$ cat src/rtl/rleifd_pkg.sv
// ---------------------------------------------------------------------------
// rleifd_pkg: shared types and constants of the intra-frame RLE decoder
// Field widths, register indexes, limits of the position counters and the
// structs that pass between the decoder's modules.
// ---------------------------------------------------------------------------
`default_nettype none

package rleifd_pkg;

    // Largest frame the decoder is built for.
    localparam int MAX_WIDTH  = 1024;
    localparam int MAX_HEIGHT = 1024;

    // Field widths.
    localparam int CODE_W  = 8;
    localparam int RUN_W   = 7;
    localparam int COL_W   = 10;
    localparam int ROW_W   = 10;
    localparam int COUNT_W = 9;
    localparam int COLOR_W = 8;
    localparam int WIDTH_W = 11;
    localparam int INDEX_W = 2;

    // Column wrap limit cap and the row at which the row counter saturates.
    localparam int WRAP_CAP = (MAX_WIDTH > 1024) ? 1024 : MAX_WIDTH;
    localparam int LAST_ROW = ((MAX_HEIGHT > 1024) ? 1024 : MAX_HEIGHT) - 1;

    // Configuration register indexes.
    localparam logic [INDEX_W-1:0] REG_FRAME_WIDTH = 2'd0;
    localparam logic [INDEX_W-1:0] REG_DOUBLE_HORZ = 2'd1;
    localparam logic [INDEX_W-1:0] REG_DOUBLE_VERT = 2'd2;

    // Reset value of the frame width register.
    localparam logic [WIDTH_W-1:0] FRAME_WIDTH_RESET = 11'd320;

    // Current configuration as seen by the decode core.
    typedef struct packed {
        logic [WIDTH_W-1:0] frame_width;
        logic               double_horizontal;
        logic               double_vertical;
    } cfg_t;

    // One fill command.
    typedef struct packed {
        logic               two_rows;
        logic [COLOR_W-1:0] fill_color;
        logic [COUNT_W-1:0] pixel_count;
        logic [ROW_W-1:0]   start_row;
        logic [COL_W-1:0]   start_column;
    } fill_t;

endpackage

`default_nettype wire

$ cat src/rtl/rleifd_core.sv
// ---------------------------------------------------------------------------
// rleifd_core: byte decode and frame position tracking
// Holds the column, row and pending run count, decodes one code byte per
// advance and produces the fill command that the byte completes.
// ---------------------------------------------------------------------------
`default_nettype none

module rleifd_core
    import rleifd_pkg::*;
(
    input  wire logic               aclk,
    input  wire logic               aresetn,
    input  wire logic               advance,
    input  wire logic [CODE_W-1:0]  code_byte,
    input  wire logic               frame_start,
    input  wire cfg_t               cfg,
    output fill_t                   fill,
    output logic                    fill_valid
);

    logic [COL_W-1:0]   column_reg,   column_next;
    logic [ROW_W-1:0]   row_reg,      row_next;
    logic               awaiting_reg, awaiting_next;
    logic [RUN_W-1:0]   pending_reg,  pending_next;

    logic [COL_W-1:0]   col_cur;
    logic [ROW_W-1:0]   row_cur;
    logic               awaiting_cur;
    logic [RUN_W-1:0]   pending_cur;
    logic               run_done;
    logic [RUN_W:0]     run_len;
    logic [COUNT_W-1:0] count;
    logic [WIDTH_W-1:0] wrap_lim;
    logic [WIDTH_W-1:0] col_sum;
    logic [WIDTH_W-1:0] row_sum;

    // A frame start clears the position and the pending count before the byte is decoded.
    always_comb begin
        col_cur      = frame_start ? '0 : column_reg;
        row_cur      = frame_start ? '0 : row_reg;
        awaiting_cur = frame_start ? 1'b0 : awaiting_reg;
        pending_cur  = frame_start ? '0 : pending_reg;
    end

    // Byte decode: color after a count, literal pixel, or a new count.
    always_comb begin
        run_done = 1'b1;
        run_len  = (RUN_W+1)'(1);
        if (awaiting_cur) begin
            run_len = {1'b0, pending_cur} + (RUN_W+1)'(2);
        end else if (!code_byte[CODE_W-1]) begin
            run_done = 1'b0;
        end
        count = cfg.double_horizontal ? {run_len, 1'b0} : {1'b0, run_len};
    end

    // Fill command for a completed, non-transparent run.
    always_comb begin
        fill.start_column = col_cur;
        fill.start_row    = row_cur;
        fill.pixel_count  = count;
        fill.fill_color   = code_byte;
        fill.two_rows     = cfg.double_vertical;
        fill_valid        = run_done && (code_byte != '0);
    end

    // Position advance with column wrap and row saturation, or a new pending count.
    always_comb begin
        wrap_lim = (cfg.frame_width > WIDTH_W'(WRAP_CAP)) ? WIDTH_W'(WRAP_CAP)
                                                          : cfg.frame_width;
        col_sum  = {1'b0, col_cur} + {2'b00, count};
        row_sum  = {1'b0, row_cur} + WIDTH_W'(1) + {10'd0, cfg.double_vertical};

        column_next   = col_cur;
        row_next      = row_cur;
        awaiting_next = awaiting_cur;
        pending_next  = pending_cur;
        if (run_done) begin
            awaiting_next = 1'b0;
            if (col_sum >= wrap_lim) begin
                column_next = '0;
                row_next    = (row_sum > WIDTH_W'(LAST_ROW)) ? ROW_W'(LAST_ROW)
                                                             : row_sum[ROW_W-1:0];
            end else begin
                column_next = col_sum[COL_W-1:0];
            end
        end else begin
            awaiting_next = 1'b1;
            pending_next  = code_byte[RUN_W-1:0];
        end
    end

    // State registers, updated once per decoded byte.
    always_ff @(posedge aclk) begin
        if (!aresetn) begin
            column_reg   <= '0;
            row_reg      <= '0;
            awaiting_reg <= 1'b0;
            pending_reg  <= '0;
        end else if (advance) begin
            column_reg   <= column_next;
            row_reg      <= row_next;
            awaiting_reg <= awaiting_next;
            pending_reg  <= pending_next;
        end
    end

endmodule

`default_nettype wire

$ cat src/rtl/rle_intra_frame_decoder_top.sv
// ---------------------------------------------------------------------------
// rle_intra_frame_decoder_top: run-length decoder for 8-bit intra frames
// Turns the code bytes of an intra-coded palettized frame into fill
// commands (start position, pixel count, color, two-row flag).
//
//   Channel   Direction  Payload
//   s_*       in         tdata: code_byte; tuser: frame_start
//   m_*       out        tdata: start_column, start_row, pixel_count,
//                               fill_color; tuser: two_rows
//   cfg_*     in         cfg_index selects the register, cfg_data is written
//
// One byte is accepted per cycle while m_* does not stall; a byte waits in
// the input register until the result register can take it, and its fill
// then shows on m_*. The core updates the position as the byte moves on.
// Reset (aresetn low, synchronous) empties both registers, clears the
// position and loads the register defaults. A stall on m_tready holds the
// result and backs up into s_tready once the input register is also full.
// ---------------------------------------------------------------------------
`default_nettype none

module rle_intra_frame_decoder_top
    import rleifd_pkg::*;
(
    input  wire logic                aclk,
    input  wire logic                aresetn,
    // Code byte stream
    input  wire logic                s_tvalid,
    output logic                     s_tready,
    input  wire logic [7:0]          s_tdata,   // [7:0] code_byte
    input  wire logic                s_tuser,   // [0] frame_start
    // Fill command stream
    output logic                     m_tvalid,
    input  wire logic                m_tready,
    // [9:0] start_column, [19:10] start_row, [28:20] pixel_count,
    // [36:29] fill_color, [39:37] zero
    output logic [39:0]              m_tdata,
    output logic                     m_tuser,   // [0] two_rows
    // Configuration writes
    input  wire logic                cfg_valid,
    output logic                     cfg_ready,
    input  wire logic [INDEX_W-1:0]  cfg_index,
    input  wire logic [WIDTH_W-1:0]  cfg_data
);

    logic               in_valid_reg;
    logic [CODE_W-1:0]  in_code_reg;
    logic               in_start_reg;
    logic               out_valid_reg;
    fill_t              out_fill_reg;
    cfg_t               cfg_reg;
    logic               advance;
    fill_t              fill;
    logic               fill_valid;

    // Handshake: the input register moves on when the result slot frees.
    assign advance   = in_valid_reg && (!out_valid_reg || m_tready);
    assign s_tready  = !in_valid_reg || advance;
    assign cfg_ready = 1'b1;

    // Configuration registers.
    always_ff @(posedge aclk) begin
        if (!aresetn) begin
            cfg_reg.frame_width       <= FRAME_WIDTH_RESET;
            cfg_reg.double_horizontal <= 1'b0;
            cfg_reg.double_vertical   <= 1'b0;
        end else if (cfg_valid) begin
            case (cfg_index)
                REG_FRAME_WIDTH: cfg_reg.frame_width       <= cfg_data;
                REG_DOUBLE_HORZ: cfg_reg.double_horizontal <= cfg_data[0];
                REG_DOUBLE_VERT: cfg_reg.double_vertical   <= cfg_data[0];
                default: ;
            endcase
        end
    end

    // Input register.
    always_ff @(posedge aclk) begin
        if (!aresetn) begin
            in_valid_reg <= 1'b0;
        end else if (s_tvalid && s_tready) begin
            in_valid_reg <= 1'b1;
        end else if (advance) begin
            in_valid_reg <= 1'b0;
        end
    end

    always_ff @(posedge aclk) begin
        if (s_tvalid && s_tready) begin
            in_code_reg  <= s_tdata;
            in_start_reg <= s_tuser;
        end
    end

    // Decode core with the position state.
    rleifd_core u_core (
        .aclk        (aclk),
        .aresetn     (aresetn),
        .advance     (advance),
        .code_byte   (in_code_reg),
        .frame_start (in_start_reg),
        .cfg         (cfg_reg),
        .fill        (fill),
        .fill_valid  (fill_valid)
    );

    // Result register.
    always_ff @(posedge aclk) begin
        if (!aresetn) begin
            out_valid_reg <= 1'b0;
        end else if (advance) begin
            out_valid_reg <= fill_valid;
        end else if (m_tready) begin
            out_valid_reg <= 1'b0;
        end
    end

    always_ff @(posedge aclk) begin
        if (advance) begin
            out_fill_reg <= fill;
        end
    end

    // Output packing.
    assign m_tvalid = out_valid_reg;
    assign m_tdata  = {3'b000, out_fill_reg.fill_color, out_fill_reg.pixel_count,
                       out_fill_reg.start_row, out_fill_reg.start_column};
    assign m_tuser  = out_fill_reg.two_rows;

endmodule

`default_nettype wire
$ cat config.mk
export PLATFORM = sky130hd
export DESIGN_NAME = rle_intra_frame_decoder_top
export DESIGN_NICKNAME = d
export VERILOG_FILES = /design/src/rtl/rleifd_pkg.sv /design/src/rtl/rleifd_core.sv /design/src/rtl/rle_intra_frame_decoder_top.sv
export SDC_FILE = /design/constraint.sdc
export NUM_CORES = 1
export LEC_CHECK = 0
export CAP_MARGIN = 20
export CORE_MARGIN = 4
export CORE_UTILIZATION = 55
export CTS_CLUSTER_SIZE = 24
export DETAILED_ROUTE_END_ITERATION = 8
export DONT_BUFFER_PORTS = 1
export GPL_TIMING_DRIVEN = 0
export HOLD_SLACK_MARGIN = 0.06
export PLACE_DENSITY = 0.77
export SETUP_SLACK_MARGIN = 0.5
export SYNTH_ARGS = -nofsm -noshare
export SYNTH_HDL_FRONTEND = slang
export SYNTH_SLANG_ARGS = --single-unit
$ cat constraint.sdc
create_clock -name aclk -period 6.4 [get_ports aclk]
set_clock_uncertainty 0.1 [all_clocks]
set_input_delay 0.96 -clock aclk [delete_from_list [all_inputs] [get_ports aclk]]
set_output_delay 0.96 -clock aclk [all_outputs]
set_load 0.03 [all_outputs]
Yosys cells after proc, flatten, opt, wreduce, memory -nomap -nowiden
Index checks and enable logic that the tools add are counted.
{ "totals": {"out_inout_bits": 44, "regBits": 90, "word_cells": 59, "in_bits": 27} }
{ "op_classes": {"eq_ne": 2, "n_reduce_logical": 14, "n_lt_le_gt_ge": 3, "n_addsub": 4, "mux": 20} }
{ "ops": {"columns": ["operator", "n"], "rows": [
  ["$mux W10", 7],
  ["$mux W7", 2],
  ["$add A10 B1 Y11 const B", 1],
  ["$add A10 B9 Y11", 1],
  ["$add A11 B1 Y11", 1],
  ["$ge A11 B11 Y1", 1],
  ["$gt A11 B10 Y1 const B", 1],
  ["$gt A11 B11 Y1 const B", 1],
  ["$mux W11", 1],
  ["$mux W9", 1],
  ["$add A7 B2 Y8 const B", 1],
  ["$mux W1", 8],
  ["$mux W8", 1],
  ["$reduce_bool A8 Y1", 1],
  ["$reduce_and A2 Y1", 3],
  ["$reduce_bool A2 Y1", 2],
  ["$logic_and A1 B1 Y1", 3],
  ["$eq A2 B1 Y1 const B", 1],
  ["$eq A2 B2 Y1 const B", 1],
  ["$logic_not A1 Y1", 2],
  ["$logic_not A2 Y1", 1],
  ["$logic_or A1 B1 Y1", 2]
]} }

Longest topological paths before layout
Gate-level depths: netlist of run 1.
{ "depth": {"word_depth": 8, "mapped_depth": 22, "mapped_depth_nobuf": 18} }

Cells and area by module
A second synthesis of run 1 with hierarchy kept.
{ "unflattened": {"cells_unflattened": 441, "area_unflattened_um2": 4667.0} }
{ "by_module_without_submodules": {"columns": ["module", "cells_per_inst", "seq_area_each_um2", "area_per_inst_um2", "instances"], "rows": [
  ["rleifd_core", 322, 560.5, 2583.7, 1],
  ["rle_intra_frame_decoder_top", 119, 1711.6, 2083.2, 1]
]} }

Worst setup path after synthesis of run 1
Ideal clock, no wire load.
{ "synth_path": {"path_kind": "register to register", "startpoint": "register in_start_reg", "endpoint": "register u_core.column_reg[7]", "stages_incl_launch_ff": 22, "synth_period_minus_slack_ns": 4.628, "slack_ns": 1.772, "path_buffers": 4, "setup_time_ns": 0.070, "t_arrival_ns": 4.458, "required_time_ns": 6.230, "path_cell_list": "edfxtp_1 -> buf_2 -> clkbuf_1 -> clkbuf_1 -> nor2b_1 -> ha_1 -> nand3_1 -> xor2_1 -> nor2_1 -> mux2_2 -> ha_1 -> or2_2 -> a21oi_1 -> a31oi_1 -> xor2_1 -> ha_1 -> a211oi_2 -> o211ai_1 -> a211o_1 -> buf_6 -> a2111o_1 -> a21boi_1"} }
{ "synth_lines": {"columns": ["element", "line", "source"], "rows": [
  ["start, declared", "rle_intra_frame_decoder_top.sv:47", "logic in_start_reg;"],
  ["start signal, assigned", "rle_intra_frame_decoder_top.sv:90", "in_start_reg <= s_tuser;"],
  ["end signal, assigned", "rleifd_core.sv:101", "column_reg <= column_next;"],
  ["end, declared", "rleifd_core.sv:21", "logic [COL_W-1:0] column_reg, column_next;"]
]} }

==> results list, run 1 <==
* Status: finished, final reports clean
* Violation count after the first detailed-route iteration: 270
* Count of distinct cell types in the synthesized netlist: 71
- The clock period could shrink to 5.420 ns.
- Number of global-route vias before repair: about 3.3k
- Across the VDD grid, the largest voltage drop is 0.1358 mV.
- At the end of the flow, the number of nets in the layout was 519.
- Worst setup path class: reg -> reg
- Setup TNS: 0 ns
* Critical Path Max Stage Delay: between 0.5 and 0.6 ns
* Number of buffers between clock root and the deepest sink: 2
- Arrival time at the worst endpoint: 5.63 ns
* Async S/R FF share, synth: 0%
- The first global-routing pass estimated 16500 microns of wire.
- The critical path contains buffers and inverters numbering 3 combined.
* Core region area: 8175 sq um
- Count of TritonRoute iterations in the first routing pass: 5
* Worst r2r path cells: 19
- Pin placement for this block handled 71 I/O pins.
- WL per Instance: 17.92 microns
* Max reg flops: 37
* Effective utilization at floorplan: between 50% and 60%
* Clock buffers created by TritonCTS: 9
* Routability congestion estimate from global placement: 0.9076
* Transition at the pin with the smallest max-transition slack: 1.051 ns
- Area after detailed placement: 4736 sq um
- Cell chain of the critical path: buf_2 > clkbuf_2 > clkbuf_2 > nor2b_1 > ha_1 > nand3_1 > xor2_1 > nor2_1 > mux2_2 > ha_1 > o21ai_0 > a31oi_1 > xor2_1 > ha_1 > a211oi_2 > o2111ai_1 > a211oi_1 > or2_1 > a22o_1
* LEAKAGE: 1.918 nW
- Sort of element at the end of the critical path: flop
- In this run the mean area of a mapped cell was between 10 and 15 sq um.
- STA puts the critical path data required time at between 6 and 7 ns.
- Clock latency at the later pin of the worst-skew pair: between 0.3 and 0.4 ns
- Cell chosen for the clock root: sky130_fd_sc_hd__clkbuf_8
* IO Port Bufs: 0
- Summing the sequential cell areas from Yosys gives 49.43% of the chip area.
- In this run the tightest slew margin relative to its limit is 29.36%.
- Routed Wire Length: 10360 microns
- TritonCTS clock tree: yes
- The Yosys step of the flow raised 0 warnings.
- Layout Area Growth over Synthesis: 7.403%
- Startpoint type of the worst setup path: flop
- Global routing finished with a remaining overflow of 0.
- Reg-to-reg slack, setup: approximately 0.98 ns
- Layout cell share with drive strength beyond 1: 8.668%
* Number of cells on the worst hold path: 0
- The count of final max-slew check failures was 0.
* Vias after detailed routing: 3462
* Max Fclk: 184.5 MHz
- Max stage delay cell, worst path: sky130_fd_sc_hd__a211oi_1
- # rows: 33
* # setup viols final: 0
- The hold violation total from the final report is 0.
- Estimated wirelength of the detail-placed design: a little under 8000 microns
- 0 antenna diodes ended up in the layout.
- In this run the number of H-tree levels came out at 3.
* Setup repair after global routing missed its margin: false
- Entering global routing, the biggest net connects 44 pins.
* Hold WC Path Type: reg -> reg
- FF+latch count, synth: 90
- Clock slew seen by the registers of the worst setup and hold paths: around 0.090 ns
- Max-capacitance violation count: 0
- Cell seen most often among critical-path stages: sky130_fd_sc_hd__ha_1
* Initial antenna violation count: 0
- Kind of cell with the highest combined delay on the critical path: compound AO/OA/AOI/OAI gates
* Layout Cell Area excl Fill: approximately 4900 sq um
- The floorplan step set the die width to 99.42 microns.
- The synthesized design contains 47 enable-type register cells.
* Netlist Area Pre-Place: roughly 4600 sq um
* Gate count after technology mapping: 455
* Global-route usage over all layers: 21.41%
* Most common flop cell mapped by yosys: sky130_fd_sc_hd__edfxtp_1
- Period Utilization, post-route: 84.69%
- Vertical extent of the die: 99.42 microns
* RR Startpoint: in_start_reg
- Number of vias per cell after detailed routing: approximately 6
- Power density over the cells: approximately 230 nW/um^2
- In this run, post-CTS hold repair placed 0 buffers.
- The worst hold path terminates at m_tuser.
- After detailed routing, the number of remaining DRC violations is 0.
* Total Die Area: just under 10000 sq um
- The tree built by TritonCTS fans out to 90 sinks.
* CP Max Fanout: 10
- Start point of the worst min-delay path: cfg_reg[0]
- ANT nets after route: 0
- Postcts setup bufs: 0
* Reg-to-reg critical path endpoint: u_core.row_reg[4]
layout by cell type, fill, tap and decap left out, types with 4 or more instances in the layout:
| cell | instances |
|---|---|
| sky130_fd_sc_hd__o211ai_1 | 8 |
| sky130_fd_sc_hd__clkbuf_8 | 9 |
| sky130_fd_sc_hd__xor2_1 | 5 |
| sky130_fd_sc_hd__nand3_1 | 12 |
| sky130_fd_sc_hd__nand2_1 | 63 |
| sky130_fd_sc_hd__o31ai_1 | 4 |
| sky130_fd_sc_hd__inv_1 | 17 |
| sky130_fd_sc_hd__nor2_1 | 23 |
| sky130_fd_sc_hd__edfxtp_1 | 47 |
| sky130_fd_sc_hd__a21boi_1 | 5 |
| sky130_fd_sc_hd__a21oi_1 | 12 |
| sky130_fd_sc_hd__nor3_1 | 9 |
| sky130_fd_sc_hd__buf_4 | 4 |
| sky130_fd_sc_hd__nor2b_1 | 34 |
| sky130_fd_sc_hd__o211a_1 | 4 |
| sky130_fd_sc_hd__or2_2 | 4 |
| sky130_fd_sc_hd__o21a_1 | 6 |
| sky130_fd_sc_hd__conb_1 | 4 |
| sky130_fd_sc_hd__and2_1 | 5 |
| sky130_fd_sc_hd__a22o_1 | 4 |
| sky130_fd_sc_hd__a21boi_0 | 12 |
| sky130_fd_sc_hd__nand2b_1 | 7 |
| sky130_fd_sc_hd__a211oi_1 | 4 |
| sky130_fd_sc_hd__clkbuf_1 | 8 |
| sky130_fd_sc_hd__dfxtp_1 | 43 |
| sky130_fd_sc_hd__o21ai_0 | 16 |
| sky130_fd_sc_hd__ha_1 | 23 |
| sky130_fd_sc_hd__a22oi_1 | 7 |
where the power goes:
part	total, mW	switching [mW]	internal (mW)
Sequential	0.661	0.0325	0.628
Combinational	0.0873	0.0586	0.0288
Clock	0.402	0.217	0.184
cells in the mapped netlist (4+ instances only):
master                     count  area (sq um)
sky130_fd_sc_hd__a211oi_1      4         30.03
sky130_fd_sc_hd__a21boi_0     12         90.09
sky130_fd_sc_hd__a21boi_1      5         37.54
sky130_fd_sc_hd__a21oi_1      12         60.06
sky130_fd_sc_hd__a22o_1        4         35.03
sky130_fd_sc_hd__a22oi_1       7         52.55
sky130_fd_sc_hd__and2_1        5         31.28
sky130_fd_sc_hd__buf_4         4         30.03
sky130_fd_sc_hd__clkbuf_1     10         37.54
sky130_fd_sc_hd__dfxtp_1      43         860.8
sky130_fd_sc_hd__edfxtp_1     47          1411
sky130_fd_sc_hd__ha_1         23         287.8
sky130_fd_sc_hd__inv_1        18         67.56
sky130_fd_sc_hd__nand2_1      63         236.5
sky130_fd_sc_hd__nand2b_1      7         43.79
sky130_fd_sc_hd__nand3_1      12         60.06
sky130_fd_sc_hd__nor2_1       23         86.33
sky130_fd_sc_hd__nor2b_1      34         212.7
sky130_fd_sc_hd__nor3_1        9         45.04
sky130_fd_sc_hd__o211a_1       4         40.04
sky130_fd_sc_hd__o211ai_1      8         60.06
sky130_fd_sc_hd__o21a_1        6         45.04
sky130_fd_sc_hd__o21ai_0      16         80.08
sky130_fd_sc_hd__o31ai_1       4         30.03
sky130_fd_sc_hd__or2_2         4         25.02
sky130_fd_sc_hd__xor2_1        5         43.79
repair_timing:
item	CTS	global route
endpoints found under the hold margin	0	0
gates resized for setup	0	4
endpoints found under the setup margin	0	16
stage by stage:
stage | std cells | worst slack (ns) | power [mW] | util, % | hold slack (ns)
floorplan | 457 | 1.772 | 0.7351 | - | 0.3082
global placement | 562 | 0.8396 | 0.7565 | 57.93 | 0.3119
detailed placement | 562 | 0.8027 | 0.7602 | 57.93 | 0.3282
CTS | 578 | 0.7511 | 1.153 | 60.36 | 0.3388
global route | 578 | 0.6650 | 1.194 | 60.39 | 0.3445
finish | 578 | 0.9800 | 1.150 | 60.39 | 0.3383
routing by layer:
metal / wire (microns) / part of all wire [%] / track usage [%] / up-vias
met4: 276 / 2.7 / 9.034 / 0
met5: 0 / 0 / 0 / -
met1: 4654 / 45 / 28.38 / 1618
met2: 4684 / 45 / 33.06 / 148
li1: - / - / - / 1672
met3: 744 / 7.2 / 5.961 / 24
worst max path at each step:
stage | from | slack (ns) | depth (start not counted) | to
3_3_place_gp | in_start_reg | 0.84 | 20 | u_core.row_reg[0]
4_1_cts | in_start_reg | 0.75 | 20 | u_core.row_reg[8]
3_5_place_dp | in_start_reg | 0.80 | 21 | u_core.row_reg[8]
6_report | in_start_reg | 0.98 | 19 | u_core.row_reg[4]
5_1_grt | in_start_reg | 0.66 | 20 | u_core.row_reg[8]
2_1_floorplan | in_start_reg | 1.77 | 21 | u_core.column_reg[7]
worst reg2reg max path: cells and delay by family (launching register included):
kind	cells	cell delay [ns]
AO/OA/AOI/OAI	6	1.62
adder cells (fa/ha/maj)	3	0.93
buffers and inverters	3	0.85
AND/OR/NAND/NOR	4	0.60
XOR/XNOR	2	0.50
flip-flops	1	0.45
multiplexers	1	0.32
layout make-up:
type	count	area, sq um
Multi-Input combinational cell	329	2157
Tap cell	105	131.4
Fill cell	698	3238
Sequential cell	90	2272
Buffer	19	106.4
Inverter	19	71.32
Clock inverter	7	75.07
Clock buffer	9	123.9
logic make-up after synthesis:
logic type	Yosys count	share of synthesized area, %
simple gates	179	19.82
compound gates	109	17.37
flops	90	49.43
buf+inv	38	3.810
fa+ha+maj	24	6.696
xor+xnor	7	1.334
mux	6	1.388
other cells	2	0.1634
(Power assumes the default switching activity.)
==> inputs of run 2 (changes only) <==
clock period = 5.61 ns   (was 6.4 ns; I/O delays follow)
==> run 2 against run 1 <==
Net effect: utilization rose by 1.6 points; sequential cell count did not move; register-to-register slack got worse by 0.31 ns; largest cell class unchanged.
==> results list, run 2 (synthesized netlist as in run 1, its figures left out) <==
- The run finished with clean final reports.
- For this block, the initial DRC count from the detailed router was 319.
- Number of vias per cell after detailed routing: 6.041
- After layout, the worst path uses about 88% of the clock period.
- Vias after detailed routing: 3516
- Number of endpoints with negative hold slack in the final report: 0
* Clock buffers created by TritonCTS: 9
- Headroom to the max-slew limit came out at roughly 30%.
- The number of global-route vias before repair is around 3.3k.
* Routed Wire Length: 10560 microns
- Sort of element at the end of the critical path: flop
* Worst setup margin: 0.6703 ns
* Kind of cell with the highest combined delay on the critical path: compound AO/OA/AOI/OAI gates
* Setup repair after global routing missed its margin: false
- After clock tree synthesis, the clock-pin slew on the worst setup and hold paths is about 0.09 ns.
- The total area inside the core boundary comes to 8175 sq um.
* Clock period minus worst slack: 4.940 ns
- The longest clock path from root to sink contains 2 buffers.
* IO Port Bufs: 0
- The startpoint identified for the worst hold timing path is cfg_reg[0].
* Setup TNS: 0 ns
* Buf/Inv on CP: 5
- Hold WC Path Type: reg -> reg
- Static timing analysis puts the maximum clock frequency at approximately 200 MHz.
- Depth of the CTS H-tree: 3
* RR Startpoint: in_start_reg
* Reg-to-reg critical path endpoint: u_core.column_reg[7]
- Arrival time at the worst endpoint: 5.14 ns
- Startpoint type of the worst setup path: flop
* Clock latency at the later pin of the worst-skew pair: 0.36 ns
- Once the floorplan was initialized, standard cells occupied 56.23% of the core.
* Count of nets after finishing: 523
- Io pins: 71
* Data required time at the worst endpoint: a little under 6 ns
- Commonest non-fill, non-tap cell in the layout: sky130_fd_sc_hd__nand2_1
- Dpl ws: 0.01269 ns
- The post-route netlist has 13.00% of its cells at a drive strength greater than 1.
- # rows: 33
* Most used cells in the layout excluding fill and tap cells: 63 x sky130_fd_sc_hd__nand2_1, 47 x sky130_fd_sc_hd__edfxtp_1, 43 x sky130_fd_sc_hd__dfxtp_1
- Number of cells on the worst hold path: 0
- Max-slew violation total from the final report: 0
* Worst setup path class: reg -> reg
- Die span in x: 99.42 microns
- Hold Path Sink: m_tuser
- Transition at the pin with the smallest max-transition slack: 1.034 ns
- For this design, the sink count on the clock tree is 90.
- The analysis attributes to cell leakage a power of roughly 1.9 nW.
- Total Die Area: 9884 sq um
- Routability congestion estimate from global placement: between 0.9 and 1
- Max-capacitance violation count: 0
* Global-route usage over all layers: 21.45%
- The first global-routing pass estimated 16520 microns of wire.
- Initial antenna violation count: 0
- Cell chain of the critical path: buf_4 > clkbuf_4 > clkbuf_4 > nor2b_1 > ha_1 > nand3_1 > xor2_1 > nor2_1 > mux2_2 > ha_2 > o2111ai_2 > a31oi_2 > xor2_1 > buf_4 > ha_1 > a211oi_2 > o211ai_1 > a211o_1 > buf_6 > a2111o_1 > a21boi_1
* WL per Instance: 18.14 microns
- The HPWL after detailed placement is 7824 microns.
* Max reg flops: 37
- Remaining global-route overflow: 0
- Cell chosen for the clock root: sky130_fd_sc_hd__clkbuf_8
* Layout Area Growth over Synthesis: 10.23%
* Post-route DRC: 0
- ANT nets after route: 0
* # setup viols final: 0
* Count of TritonRoute iterations in the first routing pass: 6
* CP Max Fanout: 10
- Diode count: 0
- Power density over the cells: 260.4 nW/um^2
- TritonCTS clock tree: yes
- The largest individual stage delay along the critical path comes from the cell sky130_fd_sc_hd__edfxtp_1.
- In this design, the stage delay of the slowest critical-path cell is roughly 0.40 ns.
- Setup slack on the worst reg-to-reg path comes out at 0.67 ns.
- Vertical extent of the die: just under 100 microns
- Entering global routing, the biggest net connects 44 pins.
* Maximum resistive drop on vdd: 0.1531 mV
- Worst r2r path cells: 21
[run 2: repair_timing]
item / 4_1_cts / 5_1_grt
endpoints found under the hold margin: 0 / 0
setup endpoints to repair: 20 / 20
pin swaps: 2 / 5
hold buffers: 0 / 0
setup buffers: 2 / 2
resized for setup: 7 / 22
cloned: 0 / 0
[run 2: metrics by stage]
| step | cells | cell area [sq um] | utilization, % | total power, mW | hold WS, ns |
|---|---|---|---|---|---|
| 6_report | 582 | 5067 | 61.98 | 1.320 | 0.3377 |
| 5_1_grt | 582 | 5067 | 61.98 | 1.372 | 0.3445 |
| 3_5_place_dp | 562 | 4736 | 57.93 | 0.8672 | 0.3282 |
| 4_1_cts | 580 | 4970 | 60.79 | 1.319 | 0.3388 |
| 3_3_place_gp | 562 | 4736 | 57.93 | 0.8631 | 0.3119 |
| 2_1_floorplan | 457 | 4604 | - | 0.8386 | 0.3082 |
[run 2: power breakdown]
| group | internal [mW] | switching [mW] | total (mW) |
|---|---|---|---|
| Clock | 0.210 | 0.247 | 0.457 |
| Sequential | 0.717 | 0.0368 | 0.753 |
| Combinational | 0.0379 | 0.0708 | 0.109 |
| Total | 0.965 | 0.355 | 1.32 |
[run 2: worst max path at each step]
stage	from	endpoint	slack, ns	cells after the start
floorplan	in_start_reg	u_core.column_reg[7]	0.98	21
global placement	in_start_reg	u_core.row_reg[0]	0.05	20
detailed placement	in_start_reg	u_core.row_reg[8]	0.01	21
CTS	in_start_reg	u_core.column_reg[7]	0.59	21
global route	in_start_reg	u_core.column_reg[7]	0.46	21
finish	in_start_reg	u_core.column_reg[7]	0.67	21
[run 2: worst register-to-register path, delay by kind of cell, from the launching register on]
kind                       cells  cell delay, ns
xor gates and xnor gates       2            0.37
DFF                            1            0.40
AOI/OAI and AO/OA              7            1.61
muxes                          1            0.30
buffers and inverters          5            0.92
and+or+nand+nor                3            0.32
adders and majority gates      3            0.86
[run 2: final cells by class]
| class | instances | area [sq um] |
|---|---|---|
| Sequential cell | 90 | 2272 |
| Inverter | 19 | 71.32 |
| Multi-Input combinational cell | 329 | 2246 |
| Buffer | 19 | 117.6 |
| Tap cell | 105 | 131.4 |
| Clock buffer | 9 | 123.9 |
| Fill cell | 680 | 3108 |
| Timing Repair Buffer | 4 | 30.03 |
| Clock inverter | 7 | 75.07 |
[run 2: routing by layer]
metal | track usage [%] | share of wire, % | up-vias
li1 | - | - | 1679
met2 | 32.95 | 46 | 158
met5 | 0 | 0 | -
met1 | 28.43 | 44 | 1659
met4 | 8.929 | 2.2 | 0
met3 | 6.311 | 7.3 | 20
==> inputs of run 3 (changes only) <==
CELL_PAD_IN_SITES_DETAIL_PLACEMENT = 1   (was not set)
CELL_PAD_IN_SITES_GLOBAL_PLACEMENT = 1   (was not set)
CORE_ASPECT_RATIO = 1.1   (was not set)
CORE_UTILIZATION = 49   (was 55)
PLACE_DENSITY = 0.86   (was 0.77)
==> run 3 against run 2 <==
Net effect: worst setup slack lost 0.030 ns; fmax decreased by 0.61%; clock power decreased by 0.9%; register-to-register slack worse by 0.03 ns; count of clock-buffer cells in the layout is 1 higher; routed wire length increased by 16%; sequential share of layout area fell by 1.1 points; die area up 11%; non-clock buffer count up 4; sequential power about the same; worst hold slack got worse by 0.0011 ns.
==> results list, run 3 (synthesized netlist as in run 1, its figures left out) <==
* RR Startpoint: in_start_reg
* Max Fclk: 201.2 MHz
- In this run the power spent charging and discharging nets is roughly 0.36 mW.
- The worst-case IR drop observed on VDD is 0.1569 mV.
- STA classifies the critical path startpoint as a flop.
- Violation count after the first detailed-route iteration: 199
- Number of cells on the worst hold path: 0
- For hold timing, the worst endpoint is m_tuser.
* Max reg flops: 37
- The repair_antennas step left the layout with diodes totalling 0.
* Clock buffers created by TritonCTS: 9
- After detailed routing, the average wire length per cell comes to 20.62 microns.
* Core region area: roughly 9000 sq um
* Estimated wirelength of the detail-placed design: 8720 microns
* Power density over the cells: 254.2 nW/um^2
- Net switching is 27.02% of the power.
- Depth of the CTS H-tree: 3
* Most used cells in the layout excluding fill and tap cells: 63 x sky130_fd_sc_hd__nand2_1, 47 x sky130_fd_sc_hd__edfxtp_1, 43 x sky130_fd_sc_hd__dfxtp_1
- The count of final max-slew check failures was 0.
- After filler insertion, the fill cell instance count of the layout stands at 1005.
- In this run the most critical hold path is launched from cfg_reg[0].
- No sink is reached through more buffers than the 2 on the longest clock path.
- Arrival time at the worst endpoint: 5.18 ns
- Portion of total power attributed to sequential cells: a little under three fifths
- Dividing the final minimum period by the clock period gives 88.59%.
- Dividing the detail-routed via count by the number of cells gives between 6 and 7.
* Setup repair after global routing missed its margin: false
- After floorplanning, the core was divided into 36 placement rows.
* Io pins: 71
- After clock tree synthesis, the clock-pin slew on the worst setup and hold paths is about 0.1 ns.
- Worst r2r path cells: 19
* Global-route track usage on met3: 4.505%
- The number of antenna violations at the first check in global routing was 0.
* Critical Path Max Stage Delay: between 0.4 and 0.5 ns
- IO Port Bufs: 0
- Reg-to-reg critical path endpoint: u_core.column_reg[7]
- Counting I/O delays and the setup requirement, the final critical path takes 4.970 ns.
- Per report_power, the combinational group accounts for roughly 8.6% of the total.
- Timing analysis after detailed placement gives a worst setup slack of -0.1063 ns.
- Met1 track utilization from global routing: 27.99%
- After global routing the overflow that remains totals 0.
- At the end of routability-driven placement, the weighted congestion stood at approximately 0.83.
- Entering global routing, the biggest net connects 44 pins.
* Cell chain of the critical path: buf_4 > buf_4 > clkbuf_4 > nor2b_1 > ha_2 > mux2i_1 > nor2_1 > ha_1 > a211o_1 > a211oi_4 > a2111oi_2 > nor3_1 > buf_4 > inv_1 > ha_1 > o21a_2 > or2_2 > a2111o_1 > a21boi_1
* Routed Wire Length: between 10000 and 15000 microns
- Across all setup checks in the final design, the least slack found is around 0.64 ns.
* Global-route wire length before repair: ~19000 microns
- Final Core Density: 57.71%
* Clock tree sinks: 90
* Max-capacitance violation count: 0
- The worst hold path belongs to the class reg -> reg.
* TritonCTS clock tree: yes
* Commonest non-fill, non-tap cell in the layout: sky130_fd_sc_hd__nand2_1
- Data required time at the worst endpoint: slightly below 6 ns
- Cell chosen for the clock root: sky130_fd_sc_hd__clkbuf_8
- Post-route DRC: 0
* Status: finished, final reports clean
- Number of global-route vias before repair: 3646
- Vias after detailed routing: approximately 3.6k
* # setup viols final: 0
- Total Die Area: 11000 sq um
* Worst relative slew slack: approximately two fifths
- In this run the worst path has a maximum fanout of 10.
- For met2 alone, demand over resource in global routing was between 30% and 40%.
- The internal power of the cells totals 0.9645 mW.
- Count of TritonRoute iterations in the first routing pass: 4
- The count of nets left with antenna violations once routing finished came out at 0.
- The floorplan step set the die height to 109.6 microns.
* Global-route usage over all layers: between 20 and 25%
* Worst setup path class: reg -> reg
- Kind of cell with the highest combined delay on the critical path: compound AO/OA/AOI/OAI gates
- Most Used Layer, Global Route: met2
- Among all stages on the critical path, the largest delay is contributed by sky130_fd_sc_hd__edfxtp_1.
- The net count of the finished layout is 527.
- Reg-to-reg slack, setup: between 0.6 and 0.7 ns
- The clock network accounts for between 30 and 40% of the total power.
* Effective utilization at floorplan: 51.03%
- Clock latency at the later pin of the worst-skew pair: approximately 0.38 ns
* Layout cell share with drive strength beyond 1: 15.59%
- Layout Area Growth over Synthesis: 13.09%
* Number of endpoints with negative hold slack in the final report: 0
* Cell seen most often among critical-path stages: sky130_fd_sc_hd__buf_4
- Setup TNS: 0 ns
- For the pin with the worst max-slew slack, the measured transition is 0.8956 ns.
- In this run the static leakage power is 1.954 nW.
- From left edge to right edge, the die measures roughly 100 microns.
- Buf/Inv on CP: 5
- Sort of element at the end of the critical path: flop
## run 3: changes by cell type in the layout (fill, tap and decap cells not counted), sizes merged
| cell | previous run | this run |
|---|---|---|
| buf | 13 | 17 |
| clkbuf | 19 | 20 |
| clkinv | 3 | 4 |
| clkinvlp | 1 | 0 |
| inv | 21 | 20 |
## run 3: worst register-to-register path, cell delays in order, from the launching register on
cell and delay (ns):
sky130_fd_sc_hd__edfxtp_1 0.47, sky130_fd_sc_hd__buf_4 0.22, sky130_fd_sc_hd__buf_4 0.19, sky130_fd_sc_hd__clkbuf_4 0.20
sky130_fd_sc_hd__nor2b_1 0.15, sky130_fd_sc_hd__ha_2 0.31, sky130_fd_sc_hd__mux2i_1 0.16, sky130_fd_sc_hd__nor2_1 0.09
sky130_fd_sc_hd__ha_1 0.30, sky130_fd_sc_hd__a211o_1 0.32, sky130_fd_sc_hd__a211oi_4 0.40, sky130_fd_sc_hd__a2111oi_2 0.13
sky130_fd_sc_hd__nor3_1 0.24, sky130_fd_sc_hd__buf_4 0.17, sky130_fd_sc_hd__inv_1 0.04, sky130_fd_sc_hd__ha_1 0.29
sky130_fd_sc_hd__o21a_2 0.25, sky130_fd_sc_hd__or2_2 0.31, sky130_fd_sc_hd__a2111o_1 0.42, sky130_fd_sc_hd__a21boi_1 0.14
## run 3: per-stage QoR
step	hold WS [ns]	power [mW]	instances	area, sq um
3_5_place_dp	0.3273	0.8697	571	4747
4_1_cts	0.3381	1.317	590	4991
5_1_grt	0.3566	1.368	595	5199
2_1_floorplan	0.3082	0.8386	457	4604
3_3_place_gp	0.3103	0.8649	571	4747
6_report	0.3365	1.322	595	5199
## run 3: how the worst max path moves through the flow
stage | start | endpoint | slack, ns | cells past startpoint
2_1_floorplan | in_start_reg | u_core.column_reg[7] | 0.98 | 21
3_3_place_gp | in_start_reg | u_core.row_reg[0] | -0.06 | 20
3_5_place_dp | in_start_reg | u_core.row_reg[4] | -0.11 | 20
4_1_cts | in_start_reg | u_core.row_reg[8] | 0.49 | 21
5_1_grt | in_start_reg | u_core.column_reg[7] | 0.44 | 22
6_report | in_start_reg | u_core.column_reg[7] | 0.64 | 19
## run 3: area by class of cell
type,instances,area (sq um),share of cell area [%]
clock buffer,10,127.6,2.455
multi-input combinational,329,2345,45.10
inverter,19,71.32,1.372
sequential,90,2272,43.71
buffer,19,117.6,2.262
timing repair buffer,8,57.56,1.107
tap,114,142.6,2.744
clock inverter,6,65.06,1.252
## run 3: power by group through the flow
stage | combinational [mW] | clock [mW] | sequential [mW]
2_1_floorplan | 0.0749 | 0 | 0.764
3_3_place_gp | 0.0958 | 0 | 0.769
3_5_place_dp | 0.0997 | 0 | 0.770
4_1_cts | 0.106 | 0.456 | 0.755
5_1_grt | 0.126 | 0.486 | 0.757
6_report | 0.114 | 0.453 | 0.755
## run 3: what timing repair did
action | in CTS | in global routing
gates resized for setup | 10 | 35
setup buffers | 3 | 4
hold buffers | 0 | 0
setup endpoints to repair | 20 | 20
pin swaps | 2 | 7
## run 3: per-layer routing
metal	vias to the layer above	share of wire (%)
met5	-	0
met4	0	2.8
met3	26	3.8
met2	87	49
met1	1779	44
li1	1683	-
